--- config.mk ---
export PLATFORM = sky130hd
export DESIGN_NAME = ftba_cell
export DESIGN_NICKNAME = d
export VERILOG_FILES = /design/src/rtl/core/ftba_pkg.sv /design/src/rtl/core/ftba_cell.sv
export SDC_FILE = /design/constraint.sdc
export NUM_CORES = 1
export LEC_CHECK = 0
export ABC_CLOCK_PERIOD_IN_PS = 6650
export BUFFER_PORTS_ARGS = -buffer_cell sky130_fd_sc_hd__buf_4
export CAP_MARGIN = 20
export CORE_AREA = 2 2 205 207
export DETAILED_ROUTE_END_ITERATION = 7
export DIE_AREA = 0 0 207 209
export GPL_TIMING_DRIVEN = 0
export SLEW_MARGIN = 20
export SYNTH_ARGS = -nofsm -noshare
export SYNTH_HDL_FRONTEND = slang
export SYNTH_SLANG_ARGS = --single-unit
--- constraint.sdc ---
create_clock -name aclk -period 6.65 [get_ports aclk]
set_input_delay 1.33 -clock aclk [delete_from_list [all_inputs] [get_ports aclk]]
set_output_delay 1.33 -clock aclk [all_outputs]
set_load 0.005 [all_outputs]
--- src/rtl/core/ftba_pkg.sv ---
// ============================================================================
// Flow accounting package
// Types, codes and bit positions shared by the flow byte accounting block,
// its entry cells and its port checker.
// ============================================================================
package ftba_pkg;

    localparam int OP_W         = 2;
    localparam int IP_W         = 32;
    localparam int PROTO_W      = 8;
    localparam int PORT_W       = 16;
    localparam int LEN_W        = 16;
    localparam int READ_INDEX_W = 6;
    localparam int STATUS_W     = 3;
    localparam int FLOW_INDEX_W = 6;
    localparam int FLOW_COUNT_W = 7;
    localparam int BYTES_W      = 32;
    localparam int RANK_W       = 2;
    localparam int MAX_RESULTS  = 3;

    localparam logic [PROTO_W-1:0] TCP_PROTO_NUM = 8'd6;
    localparam logic [PROTO_W-1:0] UDP_PROTO_NUM = 8'd17;

    // Input beat layout, lowest bit first.
    localparam int IN_SRC_IP_LSB = 0;
    localparam int IN_DST_IP_LSB = 32;
    localparam int IN_PROTO_LSB  = 64;
    localparam int IN_SPORT_LSB  = 72;
    localparam int IN_DPORT_LSB  = 88;
    localparam int IN_LEN_LSB    = 104;
    localparam int IN_READ_LSB   = 120;
    localparam int S_TDATA_W     = 128;

    // Result beat layout, lowest bit first.
    localparam int OUT_IDX_LSB    = 0;
    localparam int OUT_CNT_LSB    = 6;
    localparam int OUT_BYTES_LSB  = 13;
    localparam int OUT_SRC_IP_LSB = 45;
    localparam int OUT_DST_IP_LSB = 77;
    localparam int OUT_PROTO_LSB  = 109;
    localparam int OUT_SPORT_LSB  = 117;
    localparam int OUT_DPORT_LSB  = 133;
    localparam int OUT_RANK_LSB   = 149;
    localparam int OUT_USED_W     = 151;
    localparam int M_TDATA_W      = 152;

    typedef enum logic [OP_W-1:0] {
        OP_PACKET = 2'd0,
        OP_READ   = 2'd1,
        OP_TOP    = 2'd2,
        OP_CLEAR  = 2'd3
    } op_t;

    typedef enum logic [STATUS_W-1:0] {
        STATUS_NEW      = 3'd0,
        STATUS_EXISTING = 3'd1,
        STATUS_DROPPED  = 3'd2,
        STATUS_ENTRY    = 3'd3,
        STATUS_NO_ENTRY = 3'd4
    } status_t;

    typedef enum logic [2:0] {
        S_IDLE   = 3'd0,
        S_SWEEP  = 3'd1,
        S_MATCH  = 3'd2,
        S_GATHER = 3'd3,
        S_COMMIT = 3'd4
    } state_t;

    typedef struct packed {
        logic [IP_W-1:0]    src_ip;
        logic [IP_W-1:0]    dst_ip;
        logic [PROTO_W-1:0] proto;
        logic [PORT_W-1:0]  sport;
        logic [PORT_W-1:0]  dport;
    } key_t;

    typedef struct packed {
        logic capture;
        logic by_index;
        logic wr_sum;
        logic wr_new;
    } cell_cmd_t;

endpackage

--- src/rtl/core/ftba_cell.sv ---
// ============================================================================
// Flow table cell
// Holds one flow entry, compares it against the broadcast key or index, and
// inserts its total into the ranking list that moves one cell per cycle.
// ============================================================================
module ftba_cell
    import ftba_pkg::*;
#(
    parameter int CELL_IDX = 0,
    parameter int IDX_W    = 6,
    parameter int CNT_W    = 7,
    parameter int SEL_W    = 6,
    parameter int TOP_N    = 3
) (
    input  logic                            aclk,
    input  logic                            aresetn,
    input  cell_cmd_t                       cmd,
    input  key_t                            req_key,
    input  logic [SEL_W-1:0]                sel_index,
    input  logic [CNT_W-1:0]                count,
    input  logic [BYTES_W-1:0]              wr_bytes,
    input  logic [TOP_N-1:0]                chain_v_in,
    input  logic [TOP_N-1:0][BYTES_W-1:0]   chain_b_in,
    input  logic [TOP_N-1:0][IDX_W-1:0]     chain_i_in,
    output logic [TOP_N-1:0]                chain_v_out,
    output logic [TOP_N-1:0][BYTES_W-1:0]   chain_b_out,
    output logic [TOP_N-1:0][IDX_W-1:0]     chain_i_out,
    output logic                            sel,
    output key_t                            key,
    output logic [BYTES_W-1:0]              bytes
);

    localparam logic [CNT_W-1:0] MY_CNT = CNT_W'(CELL_IDX);
    localparam logic [SEL_W-1:0] MY_SEL = SEL_W'(CELL_IDX);
    localparam logic [IDX_W-1:0] MY_IDX = IDX_W'(CELL_IDX);

    key_t                          key_reg;
    logic [BYTES_W-1:0]            bytes_reg;
    logic                          sel_reg;
    logic [TOP_N-1:0]              cv_reg, cv_next;
    logic [TOP_N-1:0][BYTES_W-1:0] cb_reg, cb_next;
    logic [TOP_N-1:0][IDX_W-1:0]   ci_reg, ci_next;

    logic                          live;
    logic                          sel_next;
    logic [TOP_N-1:0]              ge, ge_prev, sh_v;
    logic [TOP_N-1:0][BYTES_W-1:0] sh_b;
    logic [TOP_N-1:0][IDX_W-1:0]   sh_i;

    assign live = MY_CNT < count;

    always_comb begin
        if (cmd.by_index) begin
            sel_next = live && (sel_index == MY_SEL);
        end else begin
            sel_next = live && (key_reg == req_key);
        end
    end

    // The list arrives sorted by descending total; an equal total from this
    // cell goes ahead, since this cell has the higher index.
    always_comb begin
        ge = '0;
        for (int j = 0; j < TOP_N; j++) begin
            ge[j] = !chain_v_in[j] || (bytes_reg >= chain_b_in[j]);
        end
        ge_prev = ge << 1;
        sh_v    = chain_v_in << 1;
        sh_b    = chain_b_in << BYTES_W;
        sh_i    = chain_i_in << IDX_W;
        cv_next = chain_v_in;
        cb_next = chain_b_in;
        ci_next = chain_i_in;
        if (live) begin
            for (int j = 0; j < TOP_N; j++) begin
                if (ge[j]) begin
                    if (ge_prev[j]) begin
                        cv_next[j] = sh_v[j];
                        cb_next[j] = sh_b[j];
                        ci_next[j] = sh_i[j];
                    end else begin
                        cv_next[j] = 1'b1;
                        cb_next[j] = bytes_reg;
                        ci_next[j] = MY_IDX;
                    end
                end
            end
        end
    end

    always_ff @(posedge aclk) begin
        if (!aresetn) begin
            sel_reg <= 1'b0;
            cv_reg  <= '0;
        end else begin
            if (cmd.capture) begin
                sel_reg <= sel_next;
            end
            cv_reg <= cv_next;
        end
    end

    always_ff @(posedge aclk) begin
        cb_reg <= cb_next;
        ci_reg <= ci_next;
        if (cmd.wr_new && (MY_CNT == count)) begin
            key_reg   <= req_key;
            bytes_reg <= wr_bytes;
        end else if (cmd.wr_sum && sel_reg) begin
            bytes_reg <= wr_bytes;
        end
    end

    assign chain_v_out = cv_reg;
    assign chain_b_out = cb_reg;
    assign chain_i_out = ci_reg;
    assign sel         = sel_reg;
    assign key         = key_reg;
    assign bytes       = bytes_reg;

endmodule

==> report_table.html, run 1 <==
<table>
<tr><th>Metric</th><th>Value</th></tr>
<tr><th colspan="2">Power</th></tr>
<tr><td>Power density relative to cell area</td><td>220 mW/mm²</td></tr>
<tr><td>Overall power after layout</td><td>3.90 mW</td></tr>
<tr><td>Proportion of power drawn by the clock network</td><td>41.9%</td></tr>
<tr><td>Seq pwr share</td><td>44.5%</td></tr>
<tr><td>Switching power summed over all nets</td><td>936 µW</td></tr>
<tr><td>Leakage</td><td>8.11 nW</td></tr>
<tr><td>Worst IR Drop VDD</td><td>0.174 mV</td></tr>
<tr><td>Combinational cell fraction of total power</td><td>13.6%</td></tr>
<tr><td>Cell internal power dissipation</td><td>2.96 mW</td></tr>
<tr><td>Switching Fraction</td><td>24.0%</td></tr>
<tr><th colspan="2">Global route</th></tr>
<tr><td>Maximum number of pins on one net before global-route repair</td><td>57</td></tr>
<tr><td>Initial antenna violation count</td><td>7</td></tr>
<tr><td>GRT Residual Overflow</td><td>0</td></tr>
<tr><td>Via count of the first global-routing pass</td><td>10100</td></tr>
<tr><td>Overall global routing resource usage</td><td>20.0%</td></tr>
<tr><td>First-pass GRT wire length</td><td>65.0 mm</td></tr>
<tr><th colspan="2">CTS</th></tr>
<tr><td>Count of hold buffers inserted by post-cts repair</td><td>0</td></tr>
<tr><td>Clock-pin slew on the worst setup and hold paths</td><td>0.06 ns</td></tr>
<tr><td>Post-CTS setup buffer count</td><td>0</td></tr>
<tr><td>Number of clock sinks seen by CTS</td><td>254</td></tr>
<tr><td>Gates resized, CTS repair</td><td>0</td></tr>
<tr><td>Max clock buf depth</td><td>3</td></tr>
<tr><td>Clock root buffer master</td><td>clkbuf_16</td></tr>
<tr><td>Number of buffers inserted during clock tree synthesis</td><td>30</td></tr>
<tr><td>Clock tree from TritonCTS</td><td>built</td></tr>
<tr><td>Worst-Skew Late Latency</td><td>0.57 ns</td></tr>
<tr><td>H-tree lvl count</td><td>1</td></tr>
<tr><th colspan="2">Floorplanning</th></tr>
<tr><td>Placeable core area</td><td>0.0413 mm²</td></tr>
<tr><td>I/O pin count</td><td>526</td></tr>
<tr><td>Area of the die</td><td>0.0433 mm²</td></tr>
<tr><td>Site row count</td><td>75</td></tr>
<tr><td>Die X-Extent</td><td>207 µm</td></tr>
<tr><td>Height of the die</td><td>209 µm</td></tr>
<tr><td>Initial Utilization</td><td>29.2%</td></tr>
<tr><th colspan="2">Setup path</th></tr>
<tr><td>FF-to-FF setup slack</td><td>3.09 ns</td></tr>
<tr><td>Slowest cell on the critical path</td><td>or4_1</td></tr>
<tr><td>CP Launch Type</td><td>input pin</td></tr>
<tr><td>Top cell by count, worst path</td><td>buf_4</td></tr>
<tr><td>Worst endpoint required time</td><td>7.10 ns</td></tr>
<tr><td>Worst Path Class, Setup</td><td>in -&gt; reg</td></tr>
<tr><td>Delay of the slowest critical-path stage</td><td>0.52 ns</td></tr>
<tr><td>Critical Path Sink Type</td><td>flip-flop</td></tr>
<tr><td>Critical path peak fanout</td><td>10</td></tr>
<tr><td>Cells along the critical path</td><td>buf_4 &gt; ha_1 &gt; nand2b_1 &gt; a2111oi_2 &gt; o32ai_1 &gt; or4_1 &gt; a31oi_1 &gt; buf_4 &gt; or2_4 &gt; buf_6 &gt; buf_8 &gt; mux2_4</td></tr>
<tr><td>Arrival time of the worst setup path</td><td>4.32 ns</td></tr>
<tr><th colspan="2">Layout</th></tr>
<tr><td>Number of flip-flops in the largest register</td><td>104</td></tr>
<tr><td>Number of nets in the layout</td><td>1918</td></tr>
<tr><td>Leading cell type in the layout, fill and taps excluded</td><td>buf_4</td></tr>
<tr><td>Final standard cell utilization of the core</td><td>42.8%</td></tr>
<tr><td>Fraction of layout cells with a size suffix above 1</td><td>39.8%</td></tr>
<tr><td>Synthesis-to-layout area growth</td><td>46.9%</td></tr>
<tr><td>Fill cell total of the finished layout</td><td>3936</td></tr>
<tr><td>Area used by sequential logic in the layout</td><td>0.00645 mm²</td></tr>
<tr><td>Multi-input logic area</td><td>0.00505 mm²</td></tr>
<tr><td>Most frequent cells in the layout</td><td>buf_4, edfxtp_1, dfxtp_1</td></tr>
<tr><td>Cell area after layout</td><td>0.0177 mm²</td></tr>
<tr><td>Final cell count without fillers</td><td>2117</td></tr>
<tr><th colspan="2">Yosys</th></tr>
<tr><td>Number of flops mapped to enable cells by yosys</td><td>136</td></tr>
<tr><td>Post-synth design cell area</td><td>0.0120 mm²</td></tr>
<tr><td>Synth async-reset ratio</td><td>0%</td></tr>
<tr><td>Syn Area/Cell</td><td>12.1 µm²</td></tr>
<tr><td>Count of synthesis-stage warnings from yosys</td><td>0</td></tr>
<tr><td>Count of mapped cells out of synthesis</td><td>991</td></tr>
<tr><td>Synthesized netlist net count</td><td>1359</td></tr>
<tr><td>Most used DFF post-synth</td><td>edfxtp_1</td></tr>
<tr><td>Post-synthesis register bit count</td><td>254</td></tr>
<tr><td>Post-synth cell types</td><td>52</td></tr>
<tr><td>Part of the Yosys area used for sequential elements</td><td>53.5%</td></tr>
<tr><th colspan="2">Detailed routing</th></tr>
<tr><td>Routed vias</td><td>9740</td></tr>
<tr><td>Wire length reported by the detailed router</td><td>45.4 mm</td></tr>
<tr><td>Initial DRC count</td><td>338</td></tr>
<tr><td>Number of nets with antenna violations after routing</td><td>0</td></tr>
<tr><td>Number of DRC violations after detailed routing</td><td>0</td></tr>
<tr><td>Number of vias per cell after detailed routing</td><td>4.60</td></tr>
<tr><td>Post-DR wirelength/cell</td><td>21.5 µm</td></tr>
<tr><td>Number of detailed-routing iterations run before antenna repair</td><td>5</td></tr>
<tr><th colspan="2">Placement</th></tr>
<tr><td>Placement-stage worst setup slack</td><td>2.05 ns</td></tr>
<tr><td>HPWL after detailed placement</td><td>37.2 mm</td></tr>
<tr><td>Number of placed cells counting well taps</td><td>2057</td></tr>
<tr><td>Cell Area, Placed</td><td>0.0167 mm²</td></tr>
<tr><td>Routability congestion estimate from global placement</td><td>0.841</td></tr>
<tr><td>Number of I/O port buffers</td><td>525</td></tr>
<tr><th colspan="2">STA</th></tr>
<tr><td>Number of setup violations in the final report</td><td>0</td></tr>
<tr><td>Worst slack on hold paths</td><td>0.553 ns</td></tr>
<tr><td>Post-route fraction of the period consumed by the critical path</td><td>58.1%</td></tr>
<tr><td>Final Hold Viols</td><td>0</td></tr>
<tr><td>Setup repair after global routing missed its margin</td><td>no</td></tr>
<tr><td>Final worst setup slack</td><td>2.79 ns</td></tr>
<tr><td>Max-slew violations</td><td>0</td></tr>
<tr><td>Sum of negative setup slack</td><td>0 ns</td></tr>
<tr><td>Minimum clock period after layout</td><td>3.86 ns</td></tr>
<tr><td>Remaining max-slew budget at the tightest pin</td><td>40.5%</td></tr>
<tr><td>Worst Tran Pin Value</td><td>0.886 ns</td></tr>
<tr><td>Highest attainable clock frequency</td><td>259 MHz</td></tr>
<tr><td>Worst Skew</td><td>0.0118 ns</td></tr>
<tr><th colspan="2">Status</th></tr>
<tr><td>Run status</td><td>completed</td></tr>
<tr><th colspan="2">Min path</th></tr>
<tr><td>Hold/Removal Path Class</td><td>reg -&gt; reg</td></tr>
<tr><th colspan="2">Flow run</th></tr>
<tr><td>Number of maximum-capacitance constraint violations</td><td>0</td></tr>
</table>
## layer usage
| metal | share of wire (%) | GRT usage, % |
|---|---|---|
| met3 | 7.9 | 6.18 |
| met2 | 52 | 37.2 |
| met4 | 2.2 | 5.05 |
| met5 | 0.055 | 0 |
| met1 | 38 | 22.2 |
## power groups by stage
stage                     logic (mW)  clock network, mW  registers, mW
after CTS                      0.540               1.68           1.73
after global placement         0.529                  0           1.77
after global routing           0.579               1.73           1.74
final                          0.530               1.63           1.73
after floorplan                0.196                  0           1.77
after detailed placement       0.538                  0           1.77
## synthesized netlist by cell type, types with 13 or more instances
cell type | n | area share (%)
xor2_1 | 85 | 6.2
nor4_1 | 29 | 1.5
inv_1 | 108 | 3.4
nor2_1 | 40 | 1.2
a21oi_1 | 65 | 2.7
ha_1 | 96 | 10
nand2_1 | 21 | 0.65
mux2i_1 | 94 | 7.8
xnor2_1 | 17 | 1.2
nand4_1 | 21 | 1.1
mux2_4 | 13 | 1.6
edfxtp_1 | 136 | 34
mux2_2 | 20 | 1.9
dfxtp_1 | 118 | 20
o21ai_0 | 17 | 0.71
## path summary, 6_finish.rpt
path	cells after the start	start	to
min reg2reg	2	sel	sel
max reg2reg	12	bytes[0]	chain_b_out[25]
max	12	chain_b_in[0]	chain_b_out[25]
min	2	sel	sel
## critical path, delay by kind of cell
family,cells,cell delay (ns)
adder cells (fa/ha/maj),1,0.27
multiplexers,1,0.31
AND/OR/NAND/NOR,3,0.83
AO/OA/AOI/OAI,3,0.84
buffers and inverters,4,0.72
## area by class of cell
class,count,share of cell area [%]
Buffer,24,0.814
Clock inverter,12,0.714
Tap cell,539,3.81
Timing Repair Buffer,527,22.6
Antenna cell,4,0.0566
Sequential cell,254,36.4
Clock buffer,44,4.77
Multi-Input combinational cell,605,28.5
Inverter,108,2.29
## kinds of logic (layout without fill, tap and decap cells)
family                   Yosys count  count (layout)  synth area share (%)
flip-flops                       254             254                  53.5
AND/OR/NAND/NOR                  148             148                  6.35
AO/OA/AOI/OAI                    132             132                  6.83
buffers and inverters            132             715                  4.56
multiplexers                     127             127                  11.3
XOR/XNOR                         102             102                  7.42
adder cells (fa/ha/maj)           96              96                  9.98
other                              0               4                     0
(Power assumes the default switching activity.)
==> run 2: changes to the inputs <==
--- a/config.mk
+++ b/config.mk
@@ -5,7 +5,7 @@
 export SDC_FILE = /design/constraint.sdc
 export NUM_CORES = 1
 export LEC_CHECK = 0
-export ABC_CLOCK_PERIOD_IN_PS = 6650
+export ABC_CLOCK_PERIOD_IN_PS = 3680
 export BUFFER_PORTS_ARGS = -buffer_cell sky130_fd_sc_hd__buf_4
 export CAP_MARGIN = 20
 export CORE_AREA = 2 2 205 207
==> constraint.sdc (replaced) <==
create_clock -name aclk -period 3.68 [get_ports aclk]
set_input_delay 0.736 -clock aclk [delete_from_list [all_inputs] [get_ports aclk]]
set_output_delay 0.736 -clock aclk [all_outputs]
set_load 0.005 [all_outputs]
==> run 2 against run 1 <==
Net effect: first-iteration DRC count grew 18%; hold slack lost 0.22 ns; clock power grew 69%; routed wire length shrank 1.1%; critical path type is now reg -> reg; critical endpoint is now chain_b_out[28]; largest cell class unchanged.
==> report_table.html, run 2 (same netlist as run 1, synthesis figures left out) <==
<table>
<tr><th>Metric</th><th>Value</th></tr>
<tr><th colspan="2">Status</th></tr>
<tr><td>Run status</td><td>completed</td></tr>
<tr><th colspan="2">Global route</th></tr>
<tr><td>Initial antenna violation count</td><td>4 (-3)</td></tr>
<tr><td>GRT Residual Overflow</td><td>0 (unchanged)</td></tr>
<tr><td>Via count of the first global-routing pass</td><td>10100 (-0.19%)</td></tr>
<tr><td>First-pass GRT wire length</td><td>64.3 mm (-1.1%)</td></tr>
<tr><td>Maximum number of pins on one net before global-route repair</td><td>56 (-1.8%)</td></tr>
<tr><td>Overall global routing resource usage</td><td>19.8% (-0.26 points)</td></tr>
<tr><th colspan="2">STA</th></tr>
<tr><td>Minimum clock period after layout</td><td>3.46 ns</td></tr>
<tr><td>Setup repair after global routing missed its margin</td><td>yes</td></tr>
<tr><td>Post-route fraction of the period consumed by the critical path</td><td>94.1%</td></tr>
<tr><td>Max-slew violations</td><td>0 (unchanged)</td></tr>
<tr><td>Worst Skew</td><td>0.0296 ns (+0.0179 ns)</td></tr>
<tr><td>Final worst setup slack</td><td>0.217 ns (-2.57 ns)</td></tr>
<tr><td>Worst Tran Pin Value</td><td>1.01 ns (+0.127 ns)</td></tr>
<tr><td>Number of setup violations in the final report</td><td>0 (unchanged)</td></tr>
<tr><td>Sum of negative setup slack</td><td>0 ns (unchanged)</td></tr>
<tr><td>Final Hold Viols</td><td>0 (unchanged)</td></tr>
<tr><td>Remaining max-slew budget at the tightest pin</td><td>32.0% (-8.5 points)</td></tr>
<tr><td>Highest attainable clock frequency</td><td>289 MHz</td></tr>
<tr><th colspan="2">CTS</th></tr>
<tr><td>Max clock buf depth</td><td>3 (unchanged)</td></tr>
<tr><td>Number of buffers inserted during clock tree synthesis</td><td>30 (unchanged)</td></tr>
<tr><td>H-tree lvl count</td><td>1 (unchanged)</td></tr>
<tr><td>Count of hold buffers inserted by post-cts repair</td><td>0 (unchanged)</td></tr>
<tr><td>Worst-Skew Late Latency</td><td>0.58 ns (about the same)</td></tr>
<tr><td>Clock tree from TritonCTS</td><td>built</td></tr>
<tr><td>Clock-pin slew on the worst setup and hold paths</td><td>0.06 ns (about the same)</td></tr>
<tr><td>Number of clock sinks seen by CTS</td><td>254 (unchanged)</td></tr>
<tr><td>Clock root buffer master</td><td>clkbuf_16</td></tr>
<tr><th colspan="2">Flow run</th></tr>
<tr><td>Number of maximum-capacitance constraint violations</td><td>0 (unchanged)</td></tr>
<tr><th colspan="2">Setup path</th></tr>
<tr><td>End of the worst register-to-register path</td><td>chain_b_out[28]</td></tr>
<tr><td>Critical path startpoint</td><td>bytes[0]</td></tr>
<tr><td>Arrival time of the worst setup path</td><td>3.91 ns (-0.41 ns)</td></tr>
<tr><td>Worst endpoint required time</td><td>4.12 ns (-2.98 ns)</td></tr>
<tr><td>FF-to-FF setup slack</td><td>0.22 ns (-2.87 ns)</td></tr>
<tr><td>Worst Path Class, Setup</td><td>reg -&gt; reg</td></tr>
<tr><td>Critical register-to-register path startpoint</td><td>bytes[0]</td></tr>
<tr><td>Critical path peak fanout</td><td>10 (unchanged)</td></tr>
<tr><td>R2r worst-path depth</td><td>12 (unchanged)</td></tr>
<tr><td>CP Launch Type</td><td>flip-flop</td></tr>
<tr><td>Critical path destination</td><td>chain_b_out[28]</td></tr>
<tr><td>Critical Path Sink Type</td><td>flip-flop</td></tr>
<tr><th colspan="2">Layout</th></tr>
<tr><td>Cell area after layout</td><td>0.0176 mm² (-0.23%)</td></tr>
<tr><td>Fraction of layout cells with a size suffix above 1</td><td>39.7% (-0.089 points)</td></tr>
<tr><td>Synthesis-to-layout area growth</td><td>46.6%</td></tr>
<tr><td>Number of nets in the layout</td><td>1920 (+0.10%)</td></tr>
<tr><td>Fill cell total of the finished layout</td><td>4016 (+2.0%)</td></tr>
<tr><td>Multi-input logic area</td><td>0.00507 mm² (+0.45%)</td></tr>
<tr><td>Leading cell type in the layout, fill and taps excluded</td><td>buf_4</td></tr>
<tr><td>Final standard cell utilization of the core</td><td>42.7% (-0.10 points)</td></tr>
<tr><td>Number of flip-flops in the largest register</td><td>104 (unchanged)</td></tr>
<tr><td>Area used by sequential logic in the layout</td><td>0.00645 mm² (unchanged)</td></tr>
<tr><td>Most frequent cells in the layout</td><td>buf_4, edfxtp_1, dfxtp_1</td></tr>
<tr><th colspan="2">Detailed routing</th></tr>
<tr><td>Wire length reported by the detailed router</td><td>44.9 mm (-1.1%)</td></tr>
<tr><td>Number of vias per cell after detailed routing</td><td>4.56 (-0.86%)</td></tr>
<tr><td>Number of detailed-routing iterations run before antenna repair</td><td>4 (-1)</td></tr>
<tr><td>Number of DRC violations after detailed routing</td><td>0 (unchanged)</td></tr>
<tr><td>Initial DRC count</td><td>398 (+18%)</td></tr>
<tr><td>Post-DR wirelength/cell</td><td>21.2 µm (-1.1%)</td></tr>
<tr><td>Routed vias</td><td>9652 (-0.90%)</td></tr>
<tr><td>Number of nets with antenna violations after routing</td><td>0 (unchanged)</td></tr>
<tr><th colspan="2">Placement</th></tr>
<tr><td>Routability congestion estimate from global placement</td><td>0.849 (+0.96%)</td></tr>
<tr><td>Placement-stage worst setup slack</td><td>-0.270 ns (-2.32 ns)</td></tr>
<tr><td>Number of I/O port buffers</td><td>525 (unchanged)</td></tr>
<tr><td>HPWL after detailed placement</td><td>36.3 mm (-2.5%)</td></tr>
<tr><td>Cell Area, Placed</td><td>0.0167 mm² (unchanged)</td></tr>
<tr><th colspan="2">Floorplanning</th></tr>
<tr><td>Site row count</td><td>75 (unchanged)</td></tr>
<tr><td>Placeable core area</td><td>0.0413 mm² (unchanged)</td></tr>
<tr><td>Die X-Extent</td><td>207 µm (unchanged)</td></tr>
<tr><td>Height of the die</td><td>209 µm (unchanged)</td></tr>
<tr><td>I/O pin count</td><td>526 (unchanged)</td></tr>
<tr><td>Initial Utilization</td><td>29.2% (unchanged)</td></tr>
<tr><td>Area of the die</td><td>0.0433 mm² (unchanged)</td></tr>
<tr><th colspan="2">Power</th></tr>
<tr><td>Power density relative to cell area</td><td>389 mW/mm² (+77%)</td></tr>
<tr><td>Proportion of power drawn by the clock network</td><td>40.2% (-1.7 points)</td></tr>
<tr><td>Seq pwr share</td><td>45.7% (+1.2 points)</td></tr>
<tr><td>Overall power after layout</td><td>6.86 mW (+76%)</td></tr>
<tr><td>Leakage</td><td>8.08 nW (-0.42%)</td></tr>
<tr><td>Cell internal power dissipation</td><td>5.20 mW (+76%)</td></tr>
<tr><td>Worst IR Drop VDD</td><td>0.358 mV (+110%)</td></tr>
<tr><td>Switching Fraction</td><td>24.3% (+0.23 points)</td></tr>
<tr><td>Combinational cell fraction of total power</td><td>14.1% (+0.5 points)</td></tr>
<tr><td>Switching power summed over all nets</td><td>1.66 mW (+78%)</td></tr>
<tr><th colspan="2">Min path</th></tr>
<tr><td>Hold/Removal Path Class</td><td>in -&gt; reg</td></tr>
</table>
-- run 2: cell count changes in the layout (fill, tap and decap cells not counted), sizes merged --
| cell | change |
|---|---|
| clkinvlp | +1 |
| buf | +1 |
| bufinv | -1 |
| diode | -2 |
-- run 2: worst min-delay path by stage --
stage	from	end	cells past startpoint
global placement	sel	sel	2
detailed placement	sel	sel	2
CTS	wr_bytes[29]	bytes[29]	1
finish	wr_bytes[29]	bytes[29]	1
floorplan	sel	sel	2
global route	wr_bytes[10]	bytes[10]	1
-- run 2: per-layer routing --
layer	global-route usage, %	up-vias	share of wire, %
met1	22.3	4592	39
met4	4.21	4	1.4
met3	6.31	42	8.1
met2	36.4	333	52
li1	-	4681	-
met5	0	-	0.060
-- run 2: cell type report --
type | count | share of cell area [%]
antenna | 2 | 0.0284
buffer | 24 | 0.830
clock buffer | 43 | 4.53
clock inverter | 12 | 0.532
inverter | 108 | 2.30
multi-input combinational | 605 | 28.7
sequential | 254 | 36.5
tap | 539 | 3.82
timing repair buffer | 529 | 22.7
-- run 2: metrics by stage --
step           instances  hold WS, ns
2_1_floorplan        991        0.494
3_3_place_gp        2055        0.519
3_5_place_dp        2057        0.534
4_1_cts             2112        0.292
5_1_grt             2115        0.293
6_report            2116        0.333
-- run 2: power by group through the flow --
stage / clock (mW) / sequential (mW) / combinational (mW)
2_1_floorplan: 0 / 3.21 / 0.354
3_3_place_gp: 0 / 3.19 / 0.960
3_5_place_dp: 0 / 3.20 / 0.973
4_1_cts: 2.84 / 3.14 / 0.980
5_1_grt: 2.96 / 3.14 / 1.05
6_report: 2.76 / 3.14 / 0.965
-- run 2: what timing repair did --
| action | CTS | global route |
|---|---|---|
| gates resized for setup | 2 | 3 |
| buffers inserted | 0 | 2 |
| endpoints found under the setup margin | 9 | 19 |
| hold endpoints to repair | 0 | 0 |
-- run 2: worst max-delay path, stage by stage, from the launching register on --
cell       delay [ns]
edfxtp_1         0.45
inv_2            0.12
ha_1             0.23
nand2b_1         0.18
a2111oi_4        0.43
o32ai_1          0.14
or4_4            0.47
a31oi_1          0.20
buf_4            0.22
or2_4            0.16
buf_6            0.21
buf_8            0.20
mux2_4           0.30
==> run 3: changes to the inputs <==
--- a/config.mk
+++ b/config.mk
@@ -8,9 +8,9 @@
 export ABC_CLOCK_PERIOD_IN_PS = 3680
 export BUFFER_PORTS_ARGS = -buffer_cell sky130_fd_sc_hd__buf_4
 export CAP_MARGIN = 20
-export CORE_AREA = 2 2 205 207
+export CORE_AREA = 2 2 202 204
 export DETAILED_ROUTE_END_ITERATION = 7
-export DIE_AREA = 0 0 207 209
+export DIE_AREA = 0 0 204 206
 export GPL_TIMING_DRIVEN = 0
 export SLEW_MARGIN = 20
 export SYNTH_ARGS = -nofsm -noshare
==> run 3 against run 2 <==
Net effect: count of clock-buffer cells in the layout decreased by 7; final cell count decreased by 0.14%; combinational power decreased by 0.8%; hold slack got worse by 0.0018 ns; critical path type unchanged; non-clock buffer count unchanged; critical endpoint is now chain_b_out[30]; largest power group unchanged; worst setup slack got worse by 0.031 ns; routed wire length decreased by 0.79%; final area increased by 0.41%.
==> report_table.html, run 3 (same netlist as run 1, synthesis figures left out) <==
<table>
<tr><th>Metric</th><th>Value</th></tr>
<tr><th colspan="2">Status</th></tr>
<tr><td>Run status</td><td>completed</td></tr>
<tr><th colspan="2">Placement</th></tr>
<tr><td>Routability congestion estimate from global placement</td><td>0.860 (+1.3%)</td></tr>
<tr><td>HPWL after detailed placement</td><td>36.1 mm (-0.56%)</td></tr>
<tr><td>Number of I/O port buffers</td><td>525 (unchanged)</td></tr>
<tr><td>Placement-stage worst setup slack</td><td>-0.302 ns (-0.0321 ns)</td></tr>
<tr><th colspan="2">Detailed routing</th></tr>
<tr><td>Post-DR wirelength/cell</td><td>21.1 µm (-0.65%)</td></tr>
<tr><td>Number of nets with antenna violations after routing</td><td>0 (unchanged)</td></tr>
<tr><td>Routed vias</td><td>9644 (-0.083%)</td></tr>
<tr><td>Number of vias per cell after detailed routing</td><td>4.56 (about the same)</td></tr>
<tr><td>Initial DRC count</td><td>319 (-20%)</td></tr>
<tr><td>Number of detailed-routing iterations run before antenna repair</td><td>6 (+2)</td></tr>
<tr><td>Wire length reported by the detailed router</td><td>44.6 mm (-0.79%)</td></tr>
<tr><td>Number of DRC violations after detailed routing</td><td>0 (unchanged)</td></tr>
<tr><th colspan="2">Setup path</th></tr>
<tr><td>CP Launch Type</td><td>flip-flop</td></tr>
<tr><td>Critical path peak fanout</td><td>10 (unchanged)</td></tr>
<tr><td>Worst endpoint required time</td><td>4.12 ns (about the same)</td></tr>
<tr><td>Worst Path Class, Setup</td><td>reg -&gt; reg</td></tr>
<tr><td>Critical Path Sink Type</td><td>flip-flop</td></tr>
<tr><td>Delay of the slowest critical-path stage</td><td>0.47 ns (about the same)</td></tr>
<tr><td>Slowest cell on the critical path</td><td>edfxtp_1</td></tr>
<tr><td>Top cell by count, worst path</td><td>buf_6</td></tr>
<tr><td>Cells along the critical path</td><td>inv_1 &gt; ha_1 &gt; nand2b_1 &gt; a2111oi_4 &gt; o32ai_1 &gt; or4_4 &gt; a31oi_1 &gt; buf_4 &gt; or2_4 &gt; buf_6 &gt; buf_6 &gt; mux2_4</td></tr>
<tr><td>Arrival time of the worst setup path</td><td>3.94 ns (+0.03 ns)</td></tr>
<tr><th colspan="2">Layout</th></tr>
<tr><td>Fraction of layout cells with a size suffix above 1</td><td>40.2% (+0.42 points)</td></tr>
<tr><td>Leading cell type in the layout, fill and taps excluded</td><td>buf_4</td></tr>
<tr><td>Synthesis-to-layout area growth</td><td>47.2%</td></tr>
<tr><td>Number of nets in the layout</td><td>1920 (unchanged)</td></tr>
<tr><td>Most frequent cells in the layout</td><td>buf_4, edfxtp_1, dfxtp_1</td></tr>
<tr><td>Number of flip-flops in the largest register</td><td>104 (unchanged)</td></tr>
<tr><td>Final standard cell utilization of the core</td><td>44.1% (+1.4 points)</td></tr>
<tr><th colspan="2">Floorplanning</th></tr>
<tr><td>Placeable core area</td><td>0.0402 mm² (-2.7%)</td></tr>
<tr><td>Site row count</td><td>74 (-1.3%)</td></tr>
<tr><td>Area of the die</td><td>0.0420 mm² (-2.9%)</td></tr>
<tr><td>I/O pin count</td><td>526 (unchanged)</td></tr>
<tr><td>Initial Utilization</td><td>30.0% (+0.80 points)</td></tr>
<tr><td>Die X-Extent</td><td>204 µm (-1.4%)</td></tr>
<tr><td>Height of the die</td><td>206 µm (-1.4%)</td></tr>
<tr><th colspan="2">STA</th></tr>
<tr><td>Worst Tran Pin Value</td><td>0.891 ns (-0.121 ns)</td></tr>
<tr><td>Minimum clock period after layout</td><td>3.49 ns (+0.0314 ns)</td></tr>
<tr><td>Setup repair after global routing missed its margin</td><td>no</td></tr>
<tr><td>Final worst setup slack</td><td>0.186 ns (-0.0314 ns)</td></tr>
<tr><td>Remaining max-slew budget at the tightest pin</td><td>40.1% (+8.1 points)</td></tr>
<tr><td>Sum of negative setup slack</td><td>0 ns (unchanged)</td></tr>
<tr><td>Number of setup violations in the final report</td><td>0 (unchanged)</td></tr>
<tr><td>Highest attainable clock frequency</td><td>286 MHz (-0.90%)</td></tr>
<tr><td>Final Hold Viols</td><td>0 (unchanged)</td></tr>
<tr><td>Max-slew violations</td><td>0 (unchanged)</td></tr>
<tr><td>Worst Skew</td><td>0.0268 ns (-0.00284 ns)</td></tr>
<tr><td>Post-route fraction of the period consumed by the critical path</td><td>95.0% (+0.85 points)</td></tr>
<tr><th colspan="2">Min path</th></tr>
<tr><td>Hold/Removal Path Class</td><td>in -&gt; reg</td></tr>
<tr><th colspan="2">Flow run</th></tr>
<tr><td>Number of maximum-capacitance constraint violations</td><td>0 (unchanged)</td></tr>
<tr><th colspan="2">Power</th></tr>
<tr><td>Power density relative to cell area</td><td>394 mW/mm² (+1.4%)</td></tr>
<tr><td>Overall power after layout</td><td>6.99 mW (+1.8%)</td></tr>
<tr><td>Worst IR Drop VDD</td><td>0.334 mV (-6.7%)</td></tr>
<tr><td>Leakage</td><td>8.12 nW (+0.49%)</td></tr>
<tr><th colspan="2">Global route</th></tr>
<tr><td>First-pass GRT wire length</td><td>62.8 mm (-2.4%)</td></tr>
<tr><td>GRT Residual Overflow</td><td>0 (unchanged)</td></tr>
<tr><td>Maximum number of pins on one net before global-route repair</td><td>54 (-3.6%)</td></tr>
<tr><td>Overall global routing resource usage</td><td>20.2% (+0.39 points)</td></tr>
<tr><td>Via count of the first global-routing pass</td><td>9902 (-1.6%)</td></tr>
<tr><td>Initial antenna violation count</td><td>7 (+3)</td></tr>
<tr><th colspan="2">CTS</th></tr>
<tr><td>Number of clock sinks seen by CTS</td><td>254 (unchanged)</td></tr>
<tr><td>H-tree lvl count</td><td>1 (unchanged)</td></tr>
<tr><td>Clock tree from TritonCTS</td><td>built</td></tr>
<tr><td>Clock-pin slew on the worst setup and hold paths</td><td>0.06 ns (about the same)</td></tr>
<tr><td>Number of buffers inserted during clock tree synthesis</td><td>30 (unchanged)</td></tr>
<tr><td>Clock root buffer master</td><td>clkbuf_16</td></tr>
<tr><td>Count of hold buffers inserted by post-cts repair</td><td>0 (unchanged)</td></tr>
<tr><td>Worst-Skew Late Latency</td><td>0.58 ns (about the same)</td></tr>
<tr><td>Max clock buf depth</td><td>3 (unchanged)</td></tr>
</table>
==> run 3: critical path: cells and delay by family (launching register included) <==
kind,cells,cell delay (ns)
flip-flops,1,0.47
multiplexers,1,0.31
AO/OA/AOI/OAI,3,0.75
adder cells (fa/ha/maj),1,0.24
buffers and inverters,4,0.78
AND/OR/NAND/NOR,3,0.80
==> run 3: what timing repair did <==
item | CTS | global route
setup buffers | 1 | 0
resized for setup | 1 | 2
setup endpoints to repair | 14 | 15
==> run 3: area by class of cell <==
| cell class | count | area, µm² |
|---|---|---|
| fillers | 3850 | 22500 |
| plain buffers | 24 | 144 |
| repair buffers | 529 | 4020 |
| flip-flops and latches | 254 | 6450 |
| multi-input cells | 605 | 5070 |
| clock buffers | 36 | 795 |
| clock inverters | 20 | 155 |
| diodes | 5 | 12.5 |
| well taps | 532 | 666 |
| inverters | 108 | 405 |
==> run 3: stage by stage <==
step | instance area [µm²] | std cells | hold WS, ns
final | 17700 | 2113 | 0.332
after global routing | 17700 | 2111 | 0.309
after CTS | 17700 | 2108 | 0.302
after detailed placement | 16700 | 2051 | 0.522
after global placement | 16600 | 2048 | 0.519
after floorplan | 12000 | 991 | 0.494
==> run 3: final timing paths <==
path                     from         endpoint  slack [ns]  depth (start not counted)
setup / recovery     bytes[0]  chain_b_out[30]        0.19                         12
hold / removal    wr_bytes[7]         bytes[7]        0.33                          1
setup reg to reg     bytes[0]  chain_b_out[30]        0.19                         12
hold reg to reg           sel              sel        0.52                          2
==> run 3: power breakdown <==
part / switching, mW / internal [mW] / total, mW / leakage [nW]
Combinational: 0.432 / 0.525 / 0.957 / 5.44
Clock: 1.22 / 1.67 / 2.89 / 0.464
Sequential: 0.0359 / 3.10 / 3.13 / 2.22
Total: 1.69 / 5.29 / 6.99 / 8.12
==> run 3: layer usage <==
metal	wire, µm	up-vias	track usage [%]
met5	45	-	0
met4	976	6	5.43
met3	3670	52	6.21
met2	22700	350	37.1
met1	17200	4534	22.5
li1	-	4702	-
